### src/hdl/epg_pkg.sv
// shared types and constants of the ellipse point generator
package epg_pkg;

   // default coordinate width
   localparam int COORD_BITS_DEFAULT = 8;

   // action codes carried on the request tuser bit
   localparam logic ACT_START = 1'b0;
   localparam logic ACT_STEP  = 1'b1;

   // index of the fourth mirrored point of a step
   localparam logic [1:0] LAST_POINT = 2'd3;

   // drawing region
   typedef enum logic [1:0] {
      PH_IDLE,
      PH_R1,
      PH_R2
   } phase_type;

   // sequencer states
   typedef enum logic [4:0] {
      ST_READY,
      ST_S_RX2,
      ST_S_RY2,
      ST_S_T,
      ST_S_P,
      ST_S_DIV,
      ST_STEP_LOAD,
      ST_R1_A,
      ST_R1_B,
      ST_R1_C,
      ST_R2_A,
      ST_R2_B,
      ST_R2_C,
      ST_E_A,
      ST_E_B,
      ST_E_C,
      ST_E_D,
      ST_E_E,
      ST_E_F,
      ST_E_G
   } seq_state_type;

   // operations of the decision accumulator
   typedef enum logic [3:0] {
      ADD_HOLD,
      ADD_ZERO,
      ADD_RX2,
      ADD_RY2,
      ADD_PX,
      ADD_NEG_PY,
      ADD_PROD,
      ADD_PROD4,
      ADD_NEG_PROD4,
      ADD_DIV
   } add_op_type;

endpackage

### src/hdl/epg_mult.sv
// shared signed multiplier with a registered product
module epg_mult #(
   parameter int WIDTH = 2 * epg_pkg::COORD_BITS_DEFAULT + 3
) (
   input  logic                        clock,
   input  logic signed [WIDTH-1:0]     op_a,
   input  logic signed [WIDTH-1:0]     op_b,
   output logic signed [2*WIDTH-1:0]   product
);

   logic signed [2*WIDTH-1:0] product_ff;
   logic signed [2*WIDTH-1:0] product_in;

   // one product per cycle
   assign product_in = op_a * op_b;

   always_ff @(posedge clock) begin
      product_ff <= product_in;
   end

   assign product = product_ff;

endmodule

### config.mk
export PLATFORM = sky130hd
export DESIGN_NAME = epg_mult
export DESIGN_NICKNAME = d
export VERILOG_FILES = /design/src/hdl/epg_pkg.sv /design/src/hdl/epg_mult.sv
export SDC_FILE = /design/constraint.sdc
export NUM_CORES = 1
export LEC_CHECK = 0
export BUFFER_PORTS_ARGS = -buffer_cell sky130_fd_sc_hd__buf_2
export CORE_AREA = 2 2 173 158
export CTS_CLUSTER_DIAMETER = 30
export DETAILED_ROUTE_END_ITERATION = 6
export DIE_AREA = 0 0 175 160
export PLACE_DENSITY = 0.81
export SYNTH_ARGS = -nofsm -noshare
export SYNTH_HDL_FRONTEND = slang
export SYNTH_SLANG_ARGS = --single-unit
### constraint.sdc
create_clock -name clock -period 6.3 [get_ports clock]
set_input_delay 0.63 -clock clock [delete_from_list [all_inputs] [get_ports clock]]
set_output_delay 0.63 -clock clock [all_outputs]
set_load 0.005 [all_outputs]
==> Word-level counts from Yosys, hierarchy flattened <==
Index checks and enable logic that the tools add are counted.
{ "word_totals": {"register_bits": 38, "elab_cells": 2, "output_inout_bits": 38, "inputBits": 39} }
{ "classes": {"n_mul": 1} }
{ "op_table": {"columns": ["op", "count"], "rows": [
  ["$mul 19x19->38", 1]
]} }

==> Longest topological paths before layout <==
Gate-level depths: netlist (run 1).
{ "logic_depth": {"word_depth": 1, "mapped_depth": 25, "ltp_nobuf": 23} }

==> Worst setup path after synthesis (run 1) <==
No wires, ideal clock.
{ "synth_timing": {"kind": "input port to flip-flop", "from": "input port op_a[18]", "to": "register product_ff[36], in the netlist product[36]", "path_buffers": 2, "setup_time_ns": 0.142, "arrival_ns": 6.615, "required_time_ns": 6.158, "setup_slack_ns": -0.457, "stages": 23, "path_cell_list": "clkbuf_1 -> clkbuf_1 -> nand2_1 -> fa_1 -> inv_1 -> fa_1 -> fa_1 -> inv_1 -> fa_1 -> inv_1 -> fa_1 -> inv_1 -> fa_1 -> inv_1 -> ha_1 -> ha_1 -> a21o_1 -> a211oi_1 -> o21ai_0 -> o21ai_0 -> nor3_1 -> a21oi_1 -> o311ai_0"} }
{ "synth_between": {"elab_chain_len": 1} }
{ "synth_lines": {"columns": ["item", "line_no", "source"], "rows": [
  ["from (decl)", "epg_mult.sv:6", "input logic signed [WIDTH-1:0] op_a,"],
  ["$mul 19x19->38", "epg_mult.sv:15", "assign product_in = op_a * op_b;"],
  ["via product_in[36]", "epg_mult.sv:12", "logic signed [2*WIDTH-1:0] product_in;"],
  ["to (signal assigned)", "epg_mult.sv:18", "product_ff <= product_in;"],
  ["to (decl)", "epg_mult.sv:11", "logic signed [2*WIDTH-1:0] product_ff;"]
]} }
The timed path passes the listed nets, and every way through them passes these cells.

==> Final worst setup path (run 1) <==
{ "layout_timing": {"from": "input port op_a[16]", "to": "register product_ff[37], in the netlist product[37]"} }
Same word-level chain as after synthesis.

==> flow_summary.yaml, run 1 <==
status:
  status: "complete, no violations"
drt:
  vias: 10800
  dr.pass1.iters: 5
  ant_nets: 0
  routed-wl-met3_um: 2180
  totalWireLength_um: 35700
  wl_per_cell_um: 17.6
  met1_length_um: 13600
  drt_iter0_markers: 633
  drc: 0
  wl_met2_um: 18400
  viasPerCell: 5.30
  routed.top_layer: "met4"
synth:
  synth_seq_cells: 38
  synth.yosys.seq_area_share_pct: 5.33
  synth_top_family_by_area: "adder cells"
  synth_area_um2: 14300
  synth_edf_count: 0
  ys_warn_count: 0
  netlist_top_cells_area: "fa_1, ha_1, inv_1"
  synth_top_cell_by_area: "fa_1"
  synthFlopType: "dfxtp_1"
  synth-simple-area-share_pct: 14.9
  syn_inst: 1491
  avgSynthCellArea_um2: 9.58
  synth_fa_ha_area_share_pct: 61.6
  synth_most_common_cell: "fa_1"
  synthArstFlopShare_pct: 0
  ys_types: 54
  synth_xor_xnor_area_share_pct: 2.21
  synthTopCellsByCount: "fa_1, inv_1, and2_1, nand2_1, ha_1"
  synth_nets: 2012
  synthMuxAreaShare_pct: 0
  synth_compound_area_share_pct: 5.02
  synth_top_area_share_pct: 51.7
floorplan:
  io_pins: 77
  coreArea_um2: 26500
  die-area_um2: 28000
  die_h_um: 160
  rows: 57
  die_w_um: 175
  start_util_pct: 54.0
clock_network:
  cts_tree: "built"
  htree_levels: 2
  root_buffer: "clkbuf_16"
  clk_pin_slew_worst_paths_ns: 0.07
  clock-sinks: 38
  numCtsBuffers: 5
  hold_buffers: 0
  clockBufferDepth: 2
cells_and_area:
  antenna_cells_inserted: 0
  layout.nets: 2196
  num-fill-cells: 2038
  final_cell_area_um2: 16500
  seq_area_um2: 761
  area_delta_synth_final_pct: 15.6
  largest_register_ffs: 38
  multi_input_area_um2: 12100
  drive_gt1_share_pct: 16.7
  final_cells: 2030
timing:
  timing.final.hold_violations: 0
  fmax_ghz: 0.162
  setup_viol: 0
  final_max_slew_viol_count: 0
  hold-worst-slack_ns: 0.893
  worstMarginPinSlew_ns: 0.505
  post-route-period-util_pct: 97.9
  slew-limit-headroom_pct: 66.2
  finalSetupTns_ns: 0
  period_needed_ns: 6.17
placed_design:
  portBuffers: 76
  place_congestion: 0.920
  dp.cells: 2016
  placed_area_um2: 16100
  dpl.hpwl_um: 31300
worst_setup_path:
  worst-path-max-fanout: 11
  worstPathArrival_ns: 6.35
  cp-end-kind: "flop"
  start_kind: "primary input"
  critical_path_class: "primary input to flop"
  worstPathRequired_ns: 6.49
grt:
  grt_pass1_vias: 11900
  grt_pass1_wl_um: 59600
  grt_overflow: 0
  antenna_found_initial: 1
  grt_max_degree: 19
  track_usage_pct: 27.2
worst_hold_path:
  min_path_type: "primary input to flop"
job:
  max-cap-violations: 0
per-stage QoR:
stage	util, %	setup slack (ns)
2_1_floorplan	-	0.00575
3_3_place_gp	60.9	-0.314
3_5_place_dp	60.9	-0.418
4_1_cts	61.6	0.0275
5_1_grt	62.4	-0.0304
6_report	62.4	0.133
placed cells by master (no fill, tap or decap), types with 5 or more instances in the layout:
cell	count
dfxtp_1	38
buf_4	142
clkbuf_16	5
and2_1	185
ha_1	108
nor2_1	32
fa_1	364
buf_6	8
buf_2	61
xnor2_1	27
nand2_1	171
buf_12	8
fa_2	5
o21ai_0	17
a21oi_1	19
xor2_1	9
nand3_1	5
nand2b_1	7
clkbuf_4	11
o21a_1	8
inv_1	358
routing by layer:
metal  vias to the layer above  GRT usage, %
met2                       417          47.6
met3                       100          4.33
li1                       4724             -
met4                         0          10.3
met5                         -             0
met1                      5516          34.1
area by class of cell:
class                   instances  share of cell area, %
inverters                     363                   8.25
well taps                     354                   2.68
clock inverters                 2                 0.0757
multi-input cells            1037                   73.2
flip-flops and latches         38                   4.61
repair buffers                230                   10.3
clock buffers                   6                  0.841
worst paths after layout:
kind / to / slack [ns] / startpoint / cells after the start
setup / recovery: product[37] / 0.13 / op_a[16] / 21
hold / removal: product[0] / 0.89 / op_b[0] / 3
logic make-up after synthesis:
family	count (synthesis)
xor gates and xnor gates	36
adders and majority gates	482
and+or+nand+nor	421
buffers and inverters	416
DFF	38
AOI/OAI and AO/OA	98
worst max-delay path, stage by stage:
cell	delay, ns
buf_2	0.22
buf_4	0.23
and2_1	0.17
fa_1	0.45
fa_1	0.53
inv_1	0.06
fa_1	0.51
inv_1	0.06
fa_1	0.61
fa_1	0.46
fa_1	0.45
ha_1	0.28
ha_1	0.34
nand3_1	0.17
nor2_4	0.17
inv_1	0.10
a211oi_4	0.25
buf_12	0.15
o21ai_2	0.05
a311o_1	0.33
xnor2_1	0.12
repair_timing:
item / 4_1_cts / 5_1_grt
setup buffers: 1 / 5
pin swaps: 1 / 16
endpoints found under the setup margin: 4 / 13
resized for setup: 2 / 56
Power of run 1 is left out: the tool's default activity adds up to more than one toggle a clock period on the data nets, which glitch-free logic cannot reach.
==> run 2: changes to the inputs <==
--- a/config.mk
+++ b/config.mk
@@ -5,12 +5,13 @@
 export SDC_FILE = /design/constraint.sdc
 export NUM_CORES = 1
 export LEC_CHECK = 0
-export BUFFER_PORTS_ARGS = -buffer_cell sky130_fd_sc_hd__buf_2
+export CAP_MARGIN = 5
 export CORE_AREA = 2 2 173 158
 export CTS_CLUSTER_DIAMETER = 30
 export DETAILED_ROUTE_END_ITERATION = 6
 export DIE_AREA = 0 0 175 160
-export PLACE_DENSITY = 0.81
+export DONT_BUFFER_PORTS = 1
+export PLACE_DENSITY = 0.79
 export SYNTH_ARGS = -nofsm -noshare
 export SYNTH_HDL_FRONTEND = slang
 export SYNTH_SLANG_ARGS = --single-unit
==> run 2 against run 1 <==
Against the previous run:
- cell count decreased by 10%
- core utilization fell by 5.9 points
- sequential share of layout area increased by 0.48 points
- first-iteration DRC count shrank 17%
- highest routed layer unchanged
==> flow_summary.yaml, run 2 (synthesis results as in run 1) <==
worst_setup_path:
  worstPathRequired_ns: 6.51
  crit_path_start: "op_a[18]"
  path_cells: "nand2_1 > fa_1 > inv_1 > fa_1 > fa_2 > inv_2 > fa_1 > inv_1 > fa_1 > inv_1 > fa_1 > inv_1 > ha_1 > ha_1 > clkinvlp_4 > o21bai_1 > a21oi_2 > o41ai_2 > a31oi_1 > buf_4 > o31a_1 > o21ai_0"
  critical_path_class: "primary input to flop"
  cp-end-kind: "flop"
  crit_top_cell: "fa_1"
  start_kind: "primary input"
  worstPathArrival_ns: 6.24
  max_stage_delay_ns: 0.66
  worst-path-max-fanout: 19
  crit_slowest_cell: "fa_2"
grt:
  track_usage_pct: 26.0
  busiest_layer: "met2"
  grt_overflow: 0
  use_met2_pct: 42.8
  gr-usage-met1_pct: 33.5
  grt_pass1_vias: 11100
  grt_pass1_wl_um: 57100
  antenna_found_initial: 0
  grt_max_degree: 20
  use_met3_pct: 7.71
timing:
  setup_viol: 0
  rsz0062_at_grt: "false"
  final_max_slew_viol_count: 0
  period_needed_ns: 6.03
  layout_setup_ws_ns: 0.267
  hold-worst-slack_ns: 0.449
  slew-limit-headroom_pct: 62.1
  fmax_ghz: 0.166
  post-route-period-util_pct: 95.8
  worstMarginPinSlew_ns: 0.568
  timing.final.hold_violations: 0
cells_and_area:
  final_cell_mix: "fa_1, inv_1, and2_1, nand2_1, ha_1"
  antenna_cells_inserted: 0
  drive_gt1_share_pct: 3.81
  final_common_cell: "fa_1"
  largest_register_ffs: 38
  area_delta_synth_final_pct: 4.78
  layout.nets: 1991
  num-fill-cells: 2200
floorplan:
  coreArea_um2: 26500
  die_w_um: 175
  start_util_pct: 54.0
  die_h_um: 160
  io_pins: 77
  die-area_um2: 28000
  rows: 57
clock_network:
  htree_levels: 2
  clk_pin_slew_worst_paths_ns: 0.07
  clockBufferDepth: 2
  cts_tree: "built"
  numCtsBuffers: 5
  root_buffer: "clkbuf_16"
  hold_buffers: 0
  clock-sinks: 38
worst_hold_path:
  min_from: "op_b[0]"
  min_path_type: "primary input to flop"
  whs_path_depth: 1
  hold_end: "product[0]"
placed_design:
  place_congestion: 0.881
  dpl.hpwl_um: 27500
  post-place-ws_ns: -0.103
  portBuffers: 0
drt:
  drc: 0
  wl_per_cell_um: 18.4
  ant_nets: 0
  dr.pass1.iters: 5
  totalWireLength_um: 33500
  viasPerCell: 5.44
  vias: 9928
  drt_iter0_markers: 528
job:
  max-cap-violations: 0
status:
  status: "complete, no violations"
run 2: how the worst max path moves through the flow:
stage                   to  slack, ns  cells after the start
2_1_floorplan  product[36]      0.006                     23
3_3_place_gp   product[21]      0.002                     19
3_5_place_dp   product[37]      -0.10                     21
4_1_cts        product[37]       0.20                     21
5_1_grt        product[34]      0.004                     22
6_report       product[34]       0.27                     22
run 2: per-layer routing:
layer	wire [µm]	up-vias
met5	0	-
met4	1020	0
met3	3300	87
met2	16500	449
met1	12700	5088
li1	-	4304
run 2: through the flow:
stage	util [%]	cell area, µm²	std cells	setup TNS [ns]
after floorplan	-	14300	1491	0
after global placement	55.6	14700	1814	0
after detailed placement	55.6	14700	1814	-0.147
after CTS	56.4	14900	1822	0
after global routing	56.6	15000	1825	0
final	56.6	15000	1825	0
run 2: repair_timing:
action | CTS | global route
setup buffers | 0 | 3
gates resized for setup | 0 | 8
setup endpoints to repair | 0 | 2
run 2: worst max-delay path, delay by kind of cell:
kind	cells	cell delay, ns
fa+ha+maj	8	3.93
simple gates	1	0.07
buf+inv	7	0.78
compound gates	6	0.81
run 2: area by class of cell:
cell class	count	area [µm²]	area share (%)
well taps	354	443	2.96
clock buffers	6	139	0.928
clock inverters	2	60.1	0.401
repair buffers	25	200	1.34
inverters	363	1370	9.15
multi-input cells	1037	12000	80.1
flip-flops and latches	38	761	5.08
Power of run 2 is left out for the same reason.
