<file path="config.mk">
export PLATFORM = sky130hd
export DESIGN_NAME = epg_emit
export DESIGN_NICKNAME = d
export VERILOG_FILES = /design/src/hdl/epg_pkg.sv /design/src/hdl/epg_emit.sv
export SDC_FILE = /design/constraint.sdc
export NUM_CORES = 1
export LEC_CHECK = 0
export BUFFER_PORTS_ARGS = -buffer_cell sky130_fd_sc_hd__buf_2
export CAP_MARGIN = 5
export CELL_PAD_IN_SITES_DETAIL_PLACEMENT = 2
export CELL_PAD_IN_SITES_GLOBAL_PLACEMENT = 2
export CORE_MARGIN = 8
export CORE_UTILIZATION = 35
export CTS_CLUSTER_DIAMETER = 150
export CTS_CLUSTER_SIZE = 25
export DETAILED_ROUTE_END_ITERATION = 6
export PLACE_DENSITY = 0.8
export SETUP_SLACK_MARGIN = 0.4
export SLEW_MARGIN = 10
export SYNTH_ARGS = -nofsm -noshare
export SYNTH_HDL_FRONTEND = slang
export SYNTH_SLANG_ARGS = --single-unit
</file>
<file path="constraint.sdc">
create_clock -name clock -period 1.9 [get_ports clock]
set_input_delay 0.095 -clock clock [delete_from_list [all_inputs] [get_ports clock]]
set_output_delay 0.095 -clock clock [all_outputs]
set_load 0.02 [all_outputs]
</file>
<file path="src/hdl/epg_pkg.sv">
// shared types and constants of the ellipse point generator
package epg_pkg;

   // default coordinate width
   localparam int COORD_BITS_DEFAULT = 8;

   // action codes carried on the request tuser bit
   localparam logic ACT_START = 1'b0;
   localparam logic ACT_STEP  = 1'b1;

   // index of the fourth mirrored point of a step
   localparam logic [1:0] LAST_POINT = 2'd3;

   // drawing region
   typedef enum logic [1:0] {
      PH_IDLE,
      PH_R1,
      PH_R2
   } phase_type;

   // sequencer states
   typedef enum logic [4:0] {
      ST_READY,
      ST_S_RX2,
      ST_S_RY2,
      ST_S_T,
      ST_S_P,
      ST_S_DIV,
      ST_STEP_LOAD,
      ST_R1_A,
      ST_R1_B,
      ST_R1_C,
      ST_R2_A,
      ST_R2_B,
      ST_R2_C,
      ST_E_A,
      ST_E_B,
      ST_E_C,
      ST_E_D,
      ST_E_E,
      ST_E_F,
      ST_E_G
   } seq_state_type;

   // operations of the decision accumulator
   typedef enum logic [3:0] {
      ADD_HOLD,
      ADD_ZERO,
      ADD_RX2,
      ADD_RY2,
      ADD_PX,
      ADD_NEG_PY,
      ADD_PROD,
      ADD_PROD4,
      ADD_NEG_PROD4,
      ADD_DIV
   } add_op_type;

endpackage

</file>
<file path="src/hdl/epg_emit.sv">
// output stage: holds one step's four mirrored points and hands them out in order
module epg_emit #(
   parameter int COORD_BITS = epg_pkg::COORD_BITS_DEFAULT
) (
   input  logic                          clock,
   input  logic                          reset,
   input  logic                          load,
   input  logic [COORD_BITS-1:0]         center_x,
   input  logic [COORD_BITS-1:0]         center_y,
   input  logic signed [COORD_BITS+1:0]  step_x,
   input  logic signed [COORD_BITS+1:0]  step_y,
   input  logic                          ends,
   output logic                          busy,
   output logic                          rsp_tvalid,
   input  logic                          rsp_tready,
   // pixel_x, pixel_y
   output logic [((2*(COORD_BITS+2)+7)/8)*8-1:0] rsp_tdata,
   output logic                          rsp_tlast,
   // finished
   output logic                          rsp_tuser
);

   localparam int XW      = COORD_BITS + 2;
   localparam int OUT_PAD = ((2 * XW + 7) / 8) * 8;

   logic signed [XW-1:0] cx_ext;
   logic signed [XW-1:0] cy_ext;
   logic signed [XW-1:0] xp_ff, xm_ff, yp_ff, ym_ff;
   logic signed [XW-1:0] xp_in, xm_in, yp_in, ym_in;
   logic                 ends_ff, ends_in;
   logic                 valid_ff, valid_in;
   logic [1:0]           idx_ff, idx_in;
   logic signed [XW-1:0] pix_x, pix_y;

   // mirrored coordinates, wrapped to the output width
   assign cx_ext = $signed({2'b00, center_x});
   assign cy_ext = $signed({2'b00, center_y});
   assign xp_in  = cx_ext + step_x;
   assign xm_in  = cx_ext - step_x;
   assign yp_in  = cy_ext + step_y;
   assign ym_in  = cy_ext - step_y;
   assign ends_in = ends;

   // point counter and valid flag
   always_comb begin
      valid_in = valid_ff;
      idx_in   = idx_ff;
      if (load) begin
         valid_in = 1'b1;
         idx_in   = '0;
      end else if (valid_ff && rsp_tready) begin
         if (idx_ff == epg_pkg::LAST_POINT) begin
            valid_in = 1'b0;
         end else begin
            idx_in = idx_ff + 2'd1;
         end
      end
   end

   always_ff @(posedge clock) begin
      if (reset) begin
         valid_ff <= 1'b0;
         idx_ff   <= '0;
      end else begin
         valid_ff <= valid_in;
         idx_ff   <= idx_in;
      end
   end

   // point payload, captured on load
   always_ff @(posedge clock) begin
      if (load) begin
         xp_ff   <= xp_in;
         xm_ff   <= xm_in;
         yp_ff   <= yp_in;
         ym_ff   <= ym_in;
         ends_ff <= ends_in;
      end
   end

   // order: +x+y, -x+y, +x-y, -x-y
   assign pix_x = idx_ff[0] ? xm_ff : xp_ff;
   assign pix_y = idx_ff[1] ? ym_ff : yp_ff;

   assign busy       = valid_ff;
   assign rsp_tvalid = valid_ff;
   assign rsp_tdata  = OUT_PAD'({pix_y, pix_x});
   assign rsp_tlast  = (idx_ff == epg_pkg::LAST_POINT);
   assign rsp_tuser  = (idx_ff == epg_pkg::LAST_POINT) && ends_ff;

endmodule

</file>
-- Word level (Yosys, flattened, before mapping)
Cells that the tools add are included.
W data, S select, Z words.
- flip-flop bits (word level): 44
- input port bits: 41
- output and inout port bits: 28
- word-level logic and storage cells: 26
- add/subtract/negate cells: 5
- eq/ne operators: 1
- muxes and demuxes: 5
- bitwise operators: 1
- reduce and logical (&&, ||, !) cells: 7
- operator list (cell ; count):
    $add A9 B10 Y10 ; 2
    $mux W10 ; 2
    $sub A9 B10 Y10 ; 2
    $reduce_and A2 Y1 ; 2
    $reduce_bool A2 Y1 ; 2
    $mux W1 ; 3
    $add A2 B1 Y2 const B ; 1
    $eq A2 B2 Y1 const B ; 1
    $logic_and A1 B1 Y1 ; 2
    $reduce_or A2 Y1 ; 1
    $not A1 Y1 ; 1

-- Logic depth before layout (Yosys ltp)
Gate-level depths: netlist of run 1.
- depth in word-level cells: 4
- gate-level depth with buffers: 8

-- Worst setup path before layout of run 1
Ideal clock, no wire load.
- path type: input to register
- start point: input port center_y[0]
- end point: register ym_ff[8] (data pin)
- setup time: 0.270 ns
- arrival time: 1.348 ns
- required time: 1.630 ns
- slack: 0.283 ns
- stages on the path: 8
- path buffers: 0
- cell sequence: inv_1 -> ha_1 -> inv_1 -> fa_1 -> a21oi_1 -> o211ai_1 -> o41ai_2 -> xor2_1
- longest elaborated chain between the ends: 1
- ends and longest elaborated chain (what ; line ; text):
    from (decl) ; epg_emit.sv:9 ; input logic [COORD_BITS-1:0] center_y,
    $sub A9 B10 Y10 ; epg_emit.sv:41 ; assign ym_in = cy_ext - step_y;
    net ym_in[8] ; epg_emit.sv:29 ; logic signed [XW-1:0] xp_in, xm_in, yp_in, ym_in;
    to (signal assigned) ; epg_emit.sv:76 ; ym_ff <= ym_in;
    to (decl) ; epg_emit.sv:28 ; logic signed [XW-1:0] xp_ff, xm_ff, yp_ff, ym_ff;
The timed path passes the listed nets, and every way through them passes these cells.
A chain may end at the register's enable or synchronous reset.

-- Final worst setup path of run 1
- start point: input port step_x[1]
- end point: register xm_ff[9] (data pin)
- longest elaborated chain between the ends: 1
- ends and longest elaborated chain (what ; line ; text):
    from (decl) ; epg_emit.sv:10 ; input logic signed [COORD_BITS+1:0] step_x,
    $sub A9 B10 Y10 ; epg_emit.sv:39 ; assign xm_in = cx_ext - step_x;
    net xm_in[9] ; epg_emit.sv:29 ;
    to (signal assigned) ; epg_emit.sv:74 ; xm_ff <= xm_in;
    to (decl) ; epg_emit.sv:28 ;
The timed path passes the listed nets, and every way through them passes these cells.

==> impl_metrics.csv, run 1 <==
group,metric,value,unit
placed_design,place_congestion,0.7832,
power_and_ir_drop,ir_drop,390.7,uV
clocking,clk_latency,0.31,ns
power_and_ir_drop,clock_power_share,25.1,%
detailed_routing,dr.pass1.iters,4,
yosys,yosysUniqueCellTypes,36,
detailed_routing,ant_nets,0,
floorplan,pin_count,69,
critical_path,cp_max_fo,4,
timing,fin_crit,1.487,ns
yosys,yosysSeqAreaShare,39.27,%
timing,hold_viol,0,
floorplan,core_area,0.008721,mm2
timing,clock.fmax,672.6,MHz
detailed_routing,avgViaCountPerCell,4.985,
yosys,yosys.area.top_type_share,37.35,%
clocking,cts_buffer_depth,2,
run_status,outcome,"completed",
grt,grt_max_degree,31,
yosys,avgSynthCellArea,10.81,um2
placed_design,io_buffers,64,
power_and_ir_drop,seqPwrFrac,41.0,%
detailed_routing,drt-total-wl,8795,um
critical_path,end_kind,"flop",
cells_and_area,antennaDiodeCount,0,
job,cap_viol_max_count,0,
yosys,synth_flop_cell,"edfxtp_1",
timing,period_share,78.25,%
power_and_ir_drop,power_frac_comb,34.0,%
cells_and_area,layout_common_cells,"buf_2 (61), edfxtp_1 (39), nor2_1 (30)",
grt,grt-ovfl-total,0,
yosys,ys_seq_elements,42,
placed_design,dp_cells,457,
floorplan,die_x,110.7,um
cells_and_area,fillCellCount,896,
grt,antenna_found_initial,0,
hold_path,hold_path.class,"input port to flop",
cells_and_area,final_nets,444,
yosys,synth_edf_count,39,
floorplan,die-area,0.01224,mm2
detailed_routing,num_vias,2368,
cells_and_area,finalNonFillerCells,475,
power_and_ir_drop,leakage,0.001661,uW
cells_and_area,final_layout_size_suffix_gt1_share,42.78,%
timing,clock_skew,0.0005379,ns
yosys,synth_warnings,0,
yosys,async_reset_ff_share,0,%
critical_path,required,1.96,ns
floorplan,row_count,34,
clocking,root_buffer,"clkbuf_8",
clocking,clk_pin_slew,0.09,ns
timing,rsz0062_at_grt,"true",
clocking,cts_buffers,5,
power_and_ir_drop,power_density,724.0,mW/mm2
clocking,cts_sinks,42,
critical_path,cp.arrival,1.55,ns
cells_and_area,final_common_cell,"buf_2",
grt,grt_pass1_wl,13720,um
grt,track_usage,13.76,%
placed_design,hpwl,6710,um
cells_and_area,area_growth,30.09,%
yosys,synth_cells,290,
yosys,synth_top_area_cell,"edfxtp_1",
critical_path,critPathKind,"input port to flop",
clocking,cts.htree.levels,2,
power_and_ir_drop,p_switching,942.3,uW
clocking,cts_tree,"built",
floorplan,die_y,110.7,um
timing,drv_slew,0,
yosys,netlist_area,0.003136,mm2
yosys,ys_top_cells_by_area,"edfxtp_1 (37%), ha_1 (13%), mux2_2 (6.5%)",
detailed_routing,wl_per_cell,18.52,um
detailed_routing,drt_iter0_markers,50,
detailed_routing,route.detailed.drc,0,
power_and_ir_drop,p_int,2011,uW
power_and_ir_drop,fin_total_pwr,2953,uW
floorplan,start_util,35.95,%
critical_path,cp-start-kind,"input port",
timing,setup_violations,0,
grt,grt_pass1_vias,2657,
power_and_ir_drop,switching_share,31.91,%
[power groups by stage]
stage	sequential, uW	combinational [uW]	clock [uW]
after floorplan	1220	619	0
after global placement	1220	853	0
after detailed placement	1230	898	0
after CTS	1210	951	751
after global routing	1230	1090	784
final	1210	1000	740
[cells in the mapped netlist (all sizes together), types with 6 or more instances]
| cell type | instances |
|---|---|
| o41ai | 6 |
| o21ai | 8 |
| ha | 33 |
| inv | 30 |
| mux2 | 18 |
| xor2 | 9 |
| nand2 | 7 |
| nor2 | 31 |
| buf | 13 |
| a21oi | 17 |
| xnor2 | 22 |
| edfxtp | 39 |
| nor2b | 6 |
[stage by stage]
| stage | setup TNS [ns] | utilization [%] | setup WS, ns | cell area [um2] | hold slack [ns] |
|---|---|---|---|---|---|
| detailed placement | -0.1017 | 41.97 | -0.05000 | 3660 | 0.2804 |
| global placement | 0 | 41.97 | 0.03312 | 3660 | 0.2730 |
| floorplan | 0 | - | 0.2988 | 3244 | 0.1674 |
| CTS | 0 | 44.79 | 0.3700 | 3906 | 0.09980 |
| finish | 0 | 46.77 | 0.4133 | 4079 | 0.1127 |
| global route | 0 | 46.77 | 0.3526 | 4079 | 0.1203 |
[worst paths after layout]
path	from	to	slack, ns	cells past startpoint
setup reg to reg	idx_ff[1]	idx_ff[0]	0.52	5
setup / recovery	step_x[1]	xm_ff[9]	0.41	8
hold / removal	step_x[9]	xp_ff[9]	0.11	2
hold reg to reg	idx_ff[1]	idx_ff[1]	0.60	2
[worst max-delay path: stages]
cell      delay, ns
buf_2          0.13
inv_2          0.10
ha_4           0.22
nor2b_1        0.15
o31a_1         0.37
o211ai_1       0.22
a21oi_1        0.12
xnor2_1        0.14
[logic make-up after synthesis]
group	Yosys count	synth area share (%)
adders and majority gates	37	15.72
muxes	19	6.784
other	1	0.1196
and+or+nand+nor	62	9.059
xor gates and xnor gates	31	8.659
AOI/OAI and AO/OA	53	13.45
DFF	42	39.27
buffers and inverters	45	6.943
[cell type report]
type,instances,area (um2),share of cell area [%]
Tap cell,108,135.1,3.313
Clock buffer,5,68.82,1.687
Inverter,30,127.6,3.129
Multi-Input combinational cell,206,1979,48.53
Sequential cell,42,1235,30.28
Timing Repair Buffer,81,488.0,11.96
Clock inverter,3,45.04,1.104
[metal layers]
layer / vias to the layer above / wire length [um] / part of all wire [%] / global-route usage (%)
li1: 1151 / - / - / -
met1: 1160 / 3659 / 42 / 15.29
met2: 46 / 4656 / 53 / 25.04
met3: 11 / 366 / 4.2 / 3.517
met4: 0 / 112 / 1.3 / 4.054
met5: - / 0 / 0 / 0
[registers in the layout (all words and copies together), names as in the netlist]
register,flops
xp_ff,10
ym_ff,9
busy,1
yp_ff,10
idx_ff,2
xm_ff,9
ends_ff,1
[timing repair]
item                                    4_1_cts  5_1_grt
resized for setup                            17       26
endpoints found under the setup margin       22       23
hold endpoints to repair                      4        0
buffers inserted                              3        5
pin swaps                                     9       14
gates cloned                                  0        0
hold buffers                                  2        0
(Power assumes the default switching activity.)
==> run 2: changes to the inputs <==
Clock period 1.9 ns to 1.5 ns, I/O delays scaled along.
==> run 2 against run 1 <==
  * The run now fails in 5_1_grt
  * Area after synthesis is the same
  * Synthesized cell count is the same
==> impl_metrics.csv, run 2 <==
group,metric,value,unit
run_status,outcome,"did not finish",
run_status,lastStage,"5_1_grt",
run_status,error_line,"[ERROR DPL-0033] detailed placement checks failed during check placement.",
yosys,yosys.area.top_type_share,37.35,%
floorplan,die_y,110.7,um
yosys,synth_flop_cell,"edfxtp_1",
clocking,root_buffer,"clkbuf_8",
floorplan,die_x,110.7,um
yosys,synth_cells,290,
yosys,yosysMostFrequentCell,"edfxtp_1",
yosys,synthTopCellsByCount,"edfxtp_1 (39), ha_1 (33), nor2_1 (31), inv_1 (26), xnor2_1 (22)",
clocking,cts.htree.levels,2,
yosys,synth_edf_count,39,
placed_design,place_area,0.004118,mm2
grt,grt_max_degree,38,
yosys,netlist_area,0.003136,mm2
timing,worst-endpoint-pin-kind,"register input",
yosys,ys_top_cells_by_area,"edfxtp_1 (37%), ha_1 (13%), mux2_2 (6.5%)",
yosys,synth_top_area_cell,"edfxtp_1",
floorplan,pin_count,69,
clocking,cts_sinks,42,
timing,crit_endpoint,"ym_ff[8]$_DFFE_PP_/D",
grt,antenna_found_initial,0,
yosys,synth_warnings,0,
placed_design,place_congestion,0.7726,
floorplan,row_count,34,
yosys,avgSynthCellArea,10.81,um2
yosys,ys_seq_elements,42,
clocking,cts_buffers,5,
floorplan,start_util,35.95,%
clocking,cts_buffer_depth,2,
placed_design,hpwl,7687,um
yosys,async_reset_ff_share,0,%
placed_design,io_buffers,64,
yosys,yosysSeqAreaShare,39.27,%
yosys,yosysUniqueCellTypes,36,
[run 2: cell counts after synthesis]
No cell type changed its count.
[run 2: cell families after synthesis]
logic type / synth area share, %
compound gates: 13.45
xor+xnor: 8.659
fa+ha+maj: 15.72
buf+inv: 6.943
flops: 39.27
mux: 6.784
other cells: 0.1196
simple gates: 9.059
[run 2: repair_timing]
item                                    in CTS
setup buffers                               24
hold endpoints to repair                     4
gates cloned                                 1
resized for setup                          144
endpoints found under the setup margin      49
hold buffers                                 2
pin swaps                                   58
[run 2: metrics by stage]
stage	util (%)	hold slack, ns	worst slack [ns]	TNS, ns	cells
after detailed placement	47.22	0.2630	-0.4870	-4.989	489
after CTS	57.80	0.09918	0.03188	0	524
after floorplan	-	0.1474	-0.04909	-0.1387	293
after global placement	47.22	0.2535	-0.3400	-3.419	489
==> run 3: changes to the inputs <==
Settings changed: CELL_PAD_IN_SITES_DETAIL_PLACEMENT 2 to unset, CELL_PAD_IN_SITES_GLOBAL_PLACEMENT 2 to unset, CORE_UTILIZATION 35 to 30, CTS_CLUSTER_DIAMETER 150 to unset, CTS_CLUSTER_SIZE 25 to unset, PLACE_DENSITY 0.8 to unset, PLACE_DENSITY_LB_ADDON set to 0.15, SETUP_SLACK_MARGIN 0.4 to unset.
==> run 3 against run 2 <==
  * The flow now finishes, with violations (setup timing)
==> impl_metrics.csv, run 3 (synthesis results as in run 1) <==
group,metric,value,unit
timing,clock_skew,0.006645,ns
cells_and_area,antennaDiodeCount,0,
grt,track_usage,9.889,%
run_status,violations,"setup timing",
floorplan,die_y,118.2,um
floorplan,die-area,0.01398,mm2
clocking,cts_sinks,42,
cells_and_area,finalNonFillerCells,535,
grt,antenna_found_initial,0,
grt,grt_max_degree,31,
grt,use_met2,16.73,%
grt,use_met1,12.14,%
clocking,cts_buffers,5,
critical_path,cp.arrival,1.55,ns
critical_path,end_kind,"flop",
grt,grt-ovfl-total,0,
clocking,cts_tree,"built",
power_and_ir_drop,fin_total_pwr,3521,uW
critical_path,regToRegSetupSlack,0.32,ns
clocking,cts.htree.levels,2,
timing,post-route-worst-setup-slack,-0.02672,ns
hold_path,hold_path.class,"input port to flop",
job,cap_viol_max_count,0,
floorplan,core_area,0.01023,mm2
detailed_routing,route.detailed.drc,0,
detailed_routing,ant_nets,0,
clocking,cts_buffer_depth,2,
cells_and_area,area_growth,34.56,%
detailed_routing,drt-total-wl,6903,um
critical_path,path_cells,"buf_8, inv_4, ha_4, inv_2, fa_2, a21oi_4, o211ai_1, o41ai_2, xor2_1",
critical_path,worst_path_max_delay_cell,"fa_2",
cells_and_area,layout_common_cells,"buf_2 (59), buf_4 (47), edfxtp_1 (39)",
critical_path,reg2reg_from,"idx_ff[1]",
floorplan,pin_count,69,
hold_path,min_from,"step_x[9]",
placed_design,io_buffers,64,
critical_path,crit_path_start,"center_y[0]",
floorplan,start_util,30.65,%
critical_path,critPathKind,"input port to flop",
power_and_ir_drop,ir_drop,401.7,uV
clocking,clk_latency,0.29,ns
cells_and_area,largest_registers,"xp_ff x10, yp_ff x10",
placed_design,place_congestion,0.7573,
detailed_routing,wl_per_cell,12.90,um
clocking,clk_pin_slew,0.08,ns
timing,setup_violations,1,
critical_path,cp-start-kind,"input port",
detailed_routing,avgViaCountPerCell,4.348,
critical_path,cp_max_fo,2,
timing,fin_crit,1.527,ns
detailed_routing,num_vias,2326,
cells_and_area,final_layout_size_suffix_gt1_share,43.61,%
critical_path,path_buf_inv,3,
timing,clock.fmax,655.0,MHz
timing,whs,0.09590,ns
placed_design,hpwl,5629,um
floorplan,row_count,37,
placed_design,dp_cells,521,
critical_path,slowest_delay,0.39,ns
cells_and_area,final_common_cell,"buf_2",
placed_design,place_area,0.003955,mm2
grt,use_met3,2.665,%
critical_path,required,1.53,ns
detailed_routing,drt_iter0_markers,75,
cells_and_area,final_area,0.004219,mm2
grt,top_usage_layer,"met2",
timing,rsz0062_at_grt,"true",
run_status,outcome,"finished with violations",
timing,period_share,101.8,%
timing,hold_viol,0,
grt,grt_pass1_wl,11390,um
power_and_ir_drop,leakage,0.001799,uW
grt,grt_pass1_vias,2451,
timing,drv_slew,0,
power_and_ir_drop,power_density,834.6,mW/mm2
floorplan,die_x,118.2,um
detailed_routing,dr.pass1.iters,4,
cells_and_area,final_nets,476,
clocking,root_buffer,"clkbuf_8",
critical_path,critical-path-top-delay-family,"compound AO/OA/AOI/OAI gates",
[run 3: final timing paths]
kind          endpoint  cells after the start
max reg2reg  idx_ff[1]                      4
min           xm_ff[9]                      2
max           ym_ff[8]                      9
min reg2reg       busy                      2
[run 3: timing repair]
item / in CTS / in global routing
cloned: 0 / 0
setup endpoints to repair: 3 / 16
buffers inserted: 0 / 4
hold buffers: 2 / 0
pin swaps: 3 / 17
endpoints found under the hold margin: 4 / 0
gates resized for setup: 1 / 27
[run 3: final cells by class]
type                    count  area [um2]
flip-flops and latches     42        1231
inverters                  30       127.6
repair buffers            113       740.7
well taps                 136       170.2
multi-input cells         206        1859
clock buffers               8       90.09
fillers                  1011        6012
[run 3: report_power, final]
group / internal [uW] / total, uW / switching [uW]
Sequential: 1490 / 1530 / 34.2
Clock: 376 / 744 / 369
Combinational: 590 / 1250 / 658
[run 3: per-stage QoR]
stage / utilization, % / setup slack (ns) / TNS [ns]
after CTS: 39.81 / -0.007137 / -0.007137
after global placement: 38.66 / -0.3413 / -3.389
after global routing: 41.24 / -0.1039 / -0.1039
after floorplan: - / -0.08121 / -0.1613
after detailed placement: 38.66 / -0.3992 / -3.692
final: 41.24 / -0.02672 / -0.02672
[run 3: routing by layer]
layer / part of all wire (%) / wire (um)
met1: 47 / 3245
met2: 48 / 3289
met3: 4.5 / 314
met4: 0.77 / 53
met5: 0 / 0
